### config.mk
export PLATFORM = sky130hd
export DESIGN_NAME = btbp_ram
export DESIGN_NICKNAME = d
export VERILOG_FILES = /design/src/rtl/core/btbp_ram.sv
export SDC_FILE = /design/constraint.sdc
export NUM_CORES = 1
export LEC_CHECK = 0
export BUFFER_PORTS_ARGS = -buffer_cell sky130_fd_sc_hd__buf_2
export CAP_MARGIN = 5
export CORE_ASPECT_RATIO = 0.7
export CORE_MARGIN = 2
export CORE_UTILIZATION = 45
export DETAILED_ROUTE_END_ITERATION = 8
export GPL_TIMING_DRIVEN = 0
export PLACE_DENSITY = 0.69
export REMOVE_ABC_BUFFERS = 1
export SLEW_MARGIN = 20
export SYNTH_ARGS = -nofsm -noshare
export SYNTH_HDL_FRONTEND = slang
export SYNTH_SLANG_ARGS = --single-unit
### constraint.sdc
create_clock -name clock -period 3 [get_ports clock]
set_clock_uncertainty 0.2 [all_clocks]
set_input_delay 0.15 -clock clock [delete_from_list [all_inputs] [get_ports clock]]
set_output_delay 0.15 -clock clock [all_outputs]
set_load 0.01 [all_outputs]
### src/rtl/core/btbp_ram.sv
// Generic single write port, single read port RAM with registered read.
module btbp_ram #(
   parameter int WIDTH = 8,
   parameter int DEPTH = 16
) (
   input  logic                     clock,
   input  logic                     wr_en,
   input  logic [$clog2(DEPTH)-1:0] wr_addr,
   input  logic [WIDTH-1:0]         wr_data,
   input  logic                     rd_en,
   input  logic [$clog2(DEPTH)-1:0] rd_addr,
   output logic [WIDTH-1:0]         rd_data
);

   logic [WIDTH-1:0] mem_ff [DEPTH];
   logic [WIDTH-1:0] rd_data_ff;

   always_ff @(posedge clock) begin
      if (wr_en) begin
         mem_ff[wr_addr] <= wr_data;
      end
      if (rd_en) begin
         rd_data_ff <= mem_ff[rd_addr];
      end
   end

   assign rd_data = rd_data_ff;

endmodule

After elaboration in Yosys (flattened, before gate mapping)
Memories as Yosys holds them, arrays and structs flattened. A register that Yosys moved wholly into a read port is not among the register bits.
Index checks and enable logic that the tools add are counted.

storage, ports and cells
  input port bits = 19
  memory bits (writable) = 128
  register bits = 0
  output and inout port bits = 8
  word-level logic and storage cells = 3
  memories = 1

memory list
  memory  words  width  rd ports  clocked after Yosys merged registers in  write ports  RTL line  source
  mem_ff  16     8      1         1                                        1            15        logic [WIDTH-1:0] mem_ff [DEPTH];

operators by class
  multiplexer cells = 2

operator list
  cell    number
  $mux 1  2

Longest topological paths before layout
Gate-level depths: netlist (run 1).

  depth in word-level cells = 2
  gate-level depth with buffers = 5
  depth with buffers taken out = 3

Worst setup path after synthesis (run 1)
Ideal clock, no wire load.

  path type = input -> register
  from = input port wr_addr[2]
  to = memory mem_ff[0][0] (enable)
  library setup time = 0.383 ns
  buffers on the path = 0
  data arrival time = 1.260 ns
  cell stages on the path = 2
  path slack = 1.157 ns
  cell sequence = or3b_2 -> nor3_1

RTL lines
  what                RTL line  source
  start: declaration  8         input logic [$clog2(DEPTH)-1:0] wr_addr,
  end: declaration    15

No word-level cell before the write port.

==> results of run 1 <==
==> metal layers <==
layer  up-vias  global-route usage [%]
li1       1079                       -
met1      1244                   24.29
met2        99                   25.35
met3        10                   6.041
met4         0                   5.824
met5         -                       0
==> synthesized netlist by cell type <==
cell type	instances	area share (%)
nand2_1	9	0.65
clkdlybuf4s25_2	3	0.57
nor2b_1	1	0.12
nand2b_1	2	0.24
buf_6	3	0.65
and2_1	1	0.12
mux4_1	14	7.0
and2b_1	1	0.14
mux4_2	18	7.8
or3b_2	1	0.17
a22oi_1	16	2.3
buf_2	3	0.29
buf_4	1	0.14
nand3_1	1	0.096
nor3_1	4	0.38
nor2_1	13	0.93
edfxtp_1	136	78
nand3b_1	2	0.29
==> report_power, final <==
part	switching (mW)	internal, mW
Combinational	0.117	0.0821
Clock	0.783	1.48
Sequential	0.00905	2.14
==> layout make-up <==
cell class | count | area, um^2 | share of cell area (%)
flip-flops and latches | 136 | 4084 | 65.50
multi-input cells | 83 | 1077 | 17.28
clock buffers | 17 | 425.4 | 6.823
repair buffers | 36 | 230.2 | 3.693
clock inverters | 15 | 226.5 | 3.632
well taps | 153 | 191.4 | 3.070
==> how the worst min path moves through the flow <==
stage,to,cells past startpoint,slack (ns)
finish,mem_ff[8][6],2,0.01
global route,mem_ff[8][6],2,0.02
detailed placement,rd_data[0],1,0.30
global placement,rd_data[0],1,0.28
CTS,mem_ff[8][6],2,0.007
floorplan,mem_ff[0][0],0,0.05
==> state kept, by name (all words and copies together), names as in the netlist <==
register,count
rd_data,8
mem_ff,128
==> through the flow <==
step	hold slack, ns	setup WS [ns]	instance area, um^2	util, %	power (mW)
6_report	0.01355	1.241	6235	55.81	4.609
2_1_floorplan	0.04887	1.157	5141	-	2.279
5_1_grt	0.01674	1.137	6235	55.81	4.748
3_5_place_dp	0.2951	0.4777	5490	49.15	2.381
3_3_place_gp	0.2829	0.4901	5463	48.90	2.371
4_1_cts	0.007015	0.9167	6232	55.79	4.642
==> logic make-up (layout without fill, tap and decap cells) <==
group	after synthesis	count (layout)	synth area share [%]
flip-flops	136	136	78.12
AND/OR/NAND/NOR	35	35	3.136
multiplexers	32	32	14.79
AO/OA/AOI/OAI	16	16	2.298
buffers and inverters	10	68	1.651
==> layout by cell type, fill, tap and decap left out, drive strengths merged <==
| cell | n |
|---|---|
| nor3 | 4 |
| nor2 | 13 |
| nand2 | 9 |
| clkbuf | 17 |
| or3b | 1 |
| and2b | 1 |
| nand3b | 2 |
| a22oi | 16 |
| dlygate4sd3 | 9 |
| buf | 27 |
| nand2b | 2 |
| inv | 1 |
| bufinv | 5 |
| edfxtp | 136 |
| nor2b | 1 |
| and2 | 1 |
| clkinvlp | 2 |
| clkinv | 7 |
| nand3 | 1 |
| mux4 | 32 |
==> reports/metrics.csv, run 1 <==
stage,metric,value,unit
run_status,status,finished clean,
detailed_routing,via_per_inst,5.527,
global_route,track_usage,17.25,%
layout,area_delta_synth_final,19.27,%
critical_path,slowest_stage,mux4_1,
detailed_routing,dr_total_vias,2432,
detailed_routing,routed_wl,9736,um
placed_design,dp_cells,399,
synth,synth_cells,229,
global_route,grt_max_degree,33,
die,rows,32,
critical_path,cp.depth,3,
critical_path,worstReg2RegEnd,rd_data[3],
synth,yosysWarningCount,0,
synth,ys_ff_latch,136,
die,die_x,132.8,um
critical_path,slowest_delay,0.55,ns
sta,slew_headroom,35.06,%
sta,maxClockFrequency,0.5686,GHz
clock_network,cts_tree,done,
detailed_routing,drcViolationCount,0,
critical_path,rr_startpoint,mem_ff[5][3],
critical_path,startpoint,mem_ff[5][3],
sta,final.min_clock_period,1.759,ns
layout,diodes,0,
detailed_routing,route.met2.wl,4536,um
detailed_routing,dr_wl_met3,651,um
critical_path,crit_type,flip-flop to flip-flop,
critical_path,timing.critical_path.buf_inv,0,
synth,ys_seq_area_share,78.12,%
placed_design,portBuffers,26,
clock_network,postCtsSetupBuffers,0,
global_route,grt_pass1_vias,2424,
layout,fillCellCount,845,
clock_network,htree_levels,4,
die,die_area,12510,um^2
sta,drv_slew,0,
detailed_routing,post_drt_wl_per_cell,22.13,um
die,start_util,46.80,%
sta,setup_violations,0,
clock_network,cts_hold_buf,9,
power,power_density,739.3,nW/um^2
critical_path,reg2reg_depth,3,
critical_path,r2r_setup_slack,1.24,ns
clock_network,cts-root-buf,clkbuf_16,
clock_network,cts_buffer_depth,2,
clock_network,numCtsBuffers,17,
critical_path,crit_family,multiplexers,
synth,synth_area,5228,um^2
layout,drive_above_1_share,28.22,%
global_route,antenna_found_initial,0,
detailed_routing,maxUsedRoutingLayer,met4,
power,vdd_ir_drop_max,0.5181,mV
critical_path,worst-path-max-fanout,1,
detailed_routing,drtIter0Drc,197,
sta,final.period_utilization,58.63,%
clock_network,insertion_delay,0.42,ns
critical_path,end_kind,flip-flop,
detailed_routing,dr.pass1.iters,5,
placed_design,dp_hpwl,6086,um
detailed_routing,wl_met1,4454,um
hold_path,worstHoldPathType,primary input to flip-flop,
critical_path,crit_chain,"mux4_1, a22oi_1, nand2_1",
placed_design,gp_congestion,0.7119,
critical_path,cp.arrival,1.70,ns
clock_network,clock_sinks,136,
detailed_routing,ant_nets,0,
synth,ys_types,18,
critical_path,worstSetupStartpointType,flip-flop,
power,p_leak,2.069,nW
synth,postSynthAreaPerCell,22.83,um^2
sta,worstMarginPinSlew,0.9705,ns
clock_network,post_cts_resize_count,0,
critical_path,worstSetupEndpoint,rd_data[3],
global_route,grt_overflow,0,
sta,rsz0062_at_grt,false,
sta,final.setup.tns,0,ns
run,maxCapViolCount,0,
clock_network,clk_pin_slew_worst_paths,0.06,ns
layout,finalNonFillerCells,440,
die,io_pins,27,
die,core,11170,um^2
die,dieHeight,94.18,um
layout,nets,293,
global_route,grt_pass1_wl,14750,um
sta,hold_violations,0,
critical_path,worstPathRequired,2.94,ns
hold_path,holdCritStartpoint,wr_addr[1],
Note: power is estimated with default switching activity, not from simulation.
==> run 2: changes to the inputs <==
==> constraint.sdc (replaced) <==
create_clock -name clock -period 1.65 [get_ports clock]
set_clock_uncertainty 0.2 [all_clocks]
set_input_delay 0.0825 -clock clock [delete_from_list [all_inputs] [get_ports clock]]
set_output_delay 0.0825 -clock clock [all_outputs]
set_load 0.01 [all_outputs]
==> reports/metrics.csv, run 2 (synthesis gave the netlist of run 1 again) <==
stage,metric,value,unit
run_status,status,"finished, violations left",
run_status,violations,negative setup slack,
sta,hold_violations,0,
placed_design,portBuffers,26,
clock_network,cts-root-buf,clkbuf_16,
clock_network,cts_tree,done,
die,io_pins,27,
power,switching_share,19.91,%
power,clkPwrFrac,48.9,%
layout,largest_reg_flops,128,
die,start_util,46.80,%
die,dieHeight,94.18,um
power,seq_power_share,46.4,%
clock_network,cts_buffer_depth,2,
sta,rsz0062_at_grt,true,
detailed_routing,via_per_inst,5.556,
detailed_routing,route.met2.wl,4509,um
detailed_routing,drcViolationCount,0,
critical_path,crit_chain,"mux4_2, a22oi_2, nand2_2",
layout,drive_above_1_share,38.19,%
placed_design,dp_hpwl,6086,um
detailed_routing,dr_total_vias,2450,
sta,setup_violations,2,
clock_network,htree_levels,4,
power,p_leak,2.039,nW
critical_path,crit_type,flip-flop to flip-flop,
die,core,11170,um^2
detailed_routing,dr_wl_met3,887,um
run,maxCapViolCount,0,
layout,final_cell_area,6289,um^2
critical_path,worstSetupStartpointType,flip-flop,
hold_path,worstHoldPathType,primary input to flip-flop,
detailed_routing,routed_wl,9838,um
clock_network,clk_pin_slew_worst_paths,0.06,ns
sta,drv_slew,0,
critical_path,cp.arrival,1.62,ns
power,p_sw,1.677,mW
sta,final.period_utilization,101.3,%
placed_design,gp_congestion,0.7119,
sta,setup_ws,-0.02175,ns
die,die_x,132.8,um
die,die_area,12510,um^2
global_route,antenna_found_initial,1,
layout,top_register,mem_ff,
clock_network,numCtsBuffers,17,
sta,worstMarginPinSlew,0.9847,ns
sta,maxClockFrequency,0.5982,GHz
placed_design,place_area,5490,um^2
critical_path,worst-path-max-fanout,1,
sta,slew_headroom,34.11,%
clock_network,clock_sinks,136,
global_route,grt_pass1_vias,2470,
critical_path,slowest_stage,mux4_2,
layout,fillCellCount,830,
global_route,grt_max_degree,33,
layout,area_delta_synth_final,20.30,%
layout,nets,294,
layout,diodes,0,
power,combPwrFrac,4.7,%
critical_path,slowest_delay,0.49,ns
detailed_routing,drtIter0Drc,242,
global_route,track_usage,17.45,%
detailed_routing,ant_nets,0,
clock_network,insertion_delay,0.41,ns
layout,utilization,56.29,%
sta,final.min_clock_period,1.672,ns
detailed_routing,dr.pass1.iters,5,
power,power_density,1339,nW/um^2
critical_path,end_kind,flip-flop,
layout,final_common_cell,edfxtp_1,
critical_path,worstPathRequired,1.60,ns
detailed_routing,post_drt_wl_per_cell,22.31,um
power,vdd_ir_drop_max,0.9443,mV
power,p_int,6.744,mW
layout,layout_common_cells,"edfxtp_1, mux4_2, buf_2",
detailed_routing,maxUsedRoutingLayer,met4,
die,rows,32,
detailed_routing,wl_met1,4339,um
global_route,grt_pass1_wl,15000,um
global_route,grt_overflow,0,
placed_design,pre_cts_ws,-0.8048,ns
[run 2: final cells by class]
type | count | area, um^2 | area share, %
flip-flops and latches | 136 | 4084 | 64.94
multi-input cells | 83 | 1117 | 17.77
clock buffers | 17 | 425.4 | 6.765
repair buffers | 37 | 244.0 | 3.880
clock inverters | 15 | 226.5 | 3.601
well taps | 153 | 191.4 | 3.044
[run 2: path summary, 6_finish.rpt]
path | cells past startpoint | end | slack [ns] | startpoint
worst max register to register | 3 | rd_data[1] | -0.02 | mem_ff[3][1]
worst min register to register | 3 | rd_data[6] | 0.57 | mem_ff[10][6]
worst max-delay path | 3 | rd_data[1] | -0.02 | mem_ff[3][1]
worst min-delay path | 2 | mem_ff[0][0] | 0.02 | wr_addr[0]
[run 2: layer usage]
| layer | global-route usage, % | up-vias |
|---|---|---|
| li1 | - | 1069 |
| met3 | 6.472 | 13 |
| met4 | 5.914 | 0 |
| met2 | 25.17 | 130 |
| met1 | 24.70 | 1238 |
| met5 | 0 | - |
[run 2: critical path, delay by kind of cell, from the launching register on]
| kind | cells | cell delay [ns] |
|---|---|---|
| flops | 1 | 0.37 |
| mux | 1 | 0.49 |
| compound gates | 1 | 0.23 |
| simple gates | 1 | 0.12 |
[run 2: timing repair]
action                                 4_1_cts  5_1_grt
cloned                                       0        0
setup endpoints to repair                    8       22
buffers inserted                             0        0
pin swaps                                    7        7
endpoints found under the hold margin      151        0
resized for setup                           20       11
hold buffers                                10        0
[run 2: stage by stage]
stage / TNS [ns] / cells / hold WS [ns] / power, mW
final: -0.02508 / 441 / 0.01606 / 8.421
after floorplan: -1.003 / 219 / -0.01863 / 4.143
after CTS: -0.0008621 / 441 / -0.005872 / 8.464
after global placement: -33.01 / 398 / 0.2154 / 4.310
after detailed placement: -25.26 / 399 / 0.2276 / 4.330
after global routing: -0.1232 / 441 / 0.008512 / 8.667
[run 2: power groups by stage]
| stage | registers, mW | clock network, mW | logic [mW] |
|---|---|---|---|
| final | 3.91 | 4.12 | 0.395 |
| after global routing | 3.92 | 4.32 | 0.427 |
| after CTS | 3.91 | 4.17 | 0.387 |
| after detailed placement | 3.98 | 0 | 0.347 |
| after global placement | 3.98 | 0 | 0.333 |
| after floorplan | 3.99 | 0 | 0.155 |
==> run 3: changes to the inputs <==
--- a/config.mk
+++ b/config.mk
@@ -9,11 +9,10 @@
 export CAP_MARGIN = 5
 export CORE_ASPECT_RATIO = 0.7
 export CORE_MARGIN = 2
-export CORE_UTILIZATION = 45
+export CORE_UTILIZATION = 60
 export DETAILED_ROUTE_END_ITERATION = 8
 export GPL_TIMING_DRIVEN = 0
-export PLACE_DENSITY = 0.69
-export REMOVE_ABC_BUFFERS = 1
+export PLACE_DENSITY = 0.85
 export SLEW_MARGIN = 20
 export SYNTH_ARGS = -nofsm -noshare
 export SYNTH_HDL_FRONTEND = slang
==> reports/metrics.csv, run 3 (synthesis gave the netlist of run 1 again) <==
stage,metric,value,unit
layout,diodes,0,
layout,utilization,73.70,%
clock_network,cts_buffer_depth,2,
power,vdd_ir_drop_max,1.193,mV
placed_design,dp_hpwl,6277,um
placed_design,dp_cells,374,
clock_network,numCtsBuffers,17,
clock_network,clock_sinks,136,
sta,setup_ws,-0.02315,ns
layout,drive_above_1_share,33.90,%
clock_network,clk_pin_slew_worst_paths,0.05,ns
hold_path,worstHoldPathType,primary input to flip-flop,
sta,setup_violations,1,
die,die_x,115.6,um
clock_network,htree_levels,4,
critical_path,worstPathRequired,1.60,ns
sta,rsz0062_at_grt,true,
global_route,grt_pass1_vias,2534,
layout,top_register,mem_ff,
die,die_area,9487,um^2
power,p_leak,2.054,nW
critical_path,worst-path-max-fanout,1,
placed_design,gp_congestion,0.7537,
sta,drv_slew,0,
layout,layout_common_cells,"edfxtp_1, buf_2, mux4_2",
detailed_routing,via_per_inst,6.072,
sta,hold_violations,19,
detailed_routing,dr.pass1.iters,5,
power,power.total,8.139,mW
detailed_routing,routed_wl,10520,um
critical_path,worstSetupStartpointType,flip-flop,
die,start_util,61.91,%
sta,maxClockFrequency,0.5977,GHz
detailed_routing,ant_nets,0,
sta,final.min_clock_period,1.673,ns
layout,fillCellCount,470,
global_route,track_usage,25.03,%
placed_design,portBuffers,25,
run_status,status,"finished, violations left",
layout,multi_input_area,1092,um^2
die,dieHeight,82.10,um
critical_path,end_kind,flip-flop,
global_route,grt_max_degree,17,
detailed_routing,drtIter0Drc,203,
layout,final_common_cell,edfxtp_1,
layout,finalNonFillerCells,415,
global_route,grt_pass1_wl,15590,um
clock_network,cts_tree,done,
sta,final.setup.tns,-0.02315,ns
detailed_routing,post_drt_wl_per_cell,25.36,um
global_route,grt_overflow,0,
sta,whs,-0.008831,ns
critical_path,r2r_setup_slack,-0.02,ns
layout,largest_reg_flops,128,
sta,slew_headroom,42.06,%
critical_path,cp.arrival,1.62,ns
detailed_routing,drcViolationCount,0,
power,power_density,1308,nW/um^2
sta,final.period_utilization,101.4,%
clock_network,insertion_delay,0.41,ns
critical_path,crit_type,flip-flop to flip-flop,
die,core,8443,um^2
layout,area_delta_synth_final,19.03,%
die,io_pins,27,
layout,nets,301,
run_status,violations,"negative hold slack, negative setup slack",
clock_network,cts-root-buf,clkbuf_16,
run,maxCapViolCount,0,
detailed_routing,dr_total_vias,2520,
synth,syn-num-nets,248,
die,rows,28,
layout,regArea,4084,um^2
sta,worstMarginPinSlew,0.8658,ns
global_route,antenna_found_initial,0,
[run 3: repair_timing]
action	4_1_cts	5_1_grt
endpoints found under the setup margin	7	8
hold buffers	9	0
pin swaps	4	1
hold endpoints to repair	160	0
resized for setup	10	7
setup buffers	0	0
[run 3: worst paths after layout]
check | start | cells past startpoint | end
min reg2reg | mem_ff[8][2] | 3 | rd_data[2]
max | mem_ff[14][6] | 3 | rd_data[6]
max reg2reg | mem_ff[14][6] | 3 | rd_data[6]
min | wr_addr[1] | 2 | mem_ff[8][6]
[run 3: report_power, final]
group          internal (mW)  switching, mW  leakage (nW)
registers               3.90         0.0196          1.24
logic                  0.173          0.240         0.530
clock network           2.50           1.31         0.287
[run 3: cell type report]
class                   count  share of cell area [%]
clock buffers              21                   7.078
repair buffers             34                   3.459
plain buffers              10                   1.387
well taps                 120                   2.413
clock inverters            11                   2.473
multi-input cells          83                   17.55
flip-flops and latches    136                   65.63
[run 3: metrics by stage]
step,cell area [um^2],worst slack [ns]
after global routing,6222,-0.02955
after detailed placement,5523,-0.3368
final,6222,-0.02315
after CTS,6213,-0.01068
after floorplan,5233,0.08509
after global placement,5508,-0.3363
[run 3: worst max-delay path, stage by stage (launching register included)]
cell and delay, ns:
edfxtp_1 0.41, mux4_2 0.55, a22oi_2 0.16, nand2_1 0.09
[run 3: layer usage]
metal  vias to the layer above  track usage [%]  routed length [um]
met5                         -                0                   0
met3                        14            8.613                 955
li1                       1081                -                   -
met1                      1303            35.06                4414
met2                       122            37.95                5017
met4                         0            8.313                 137
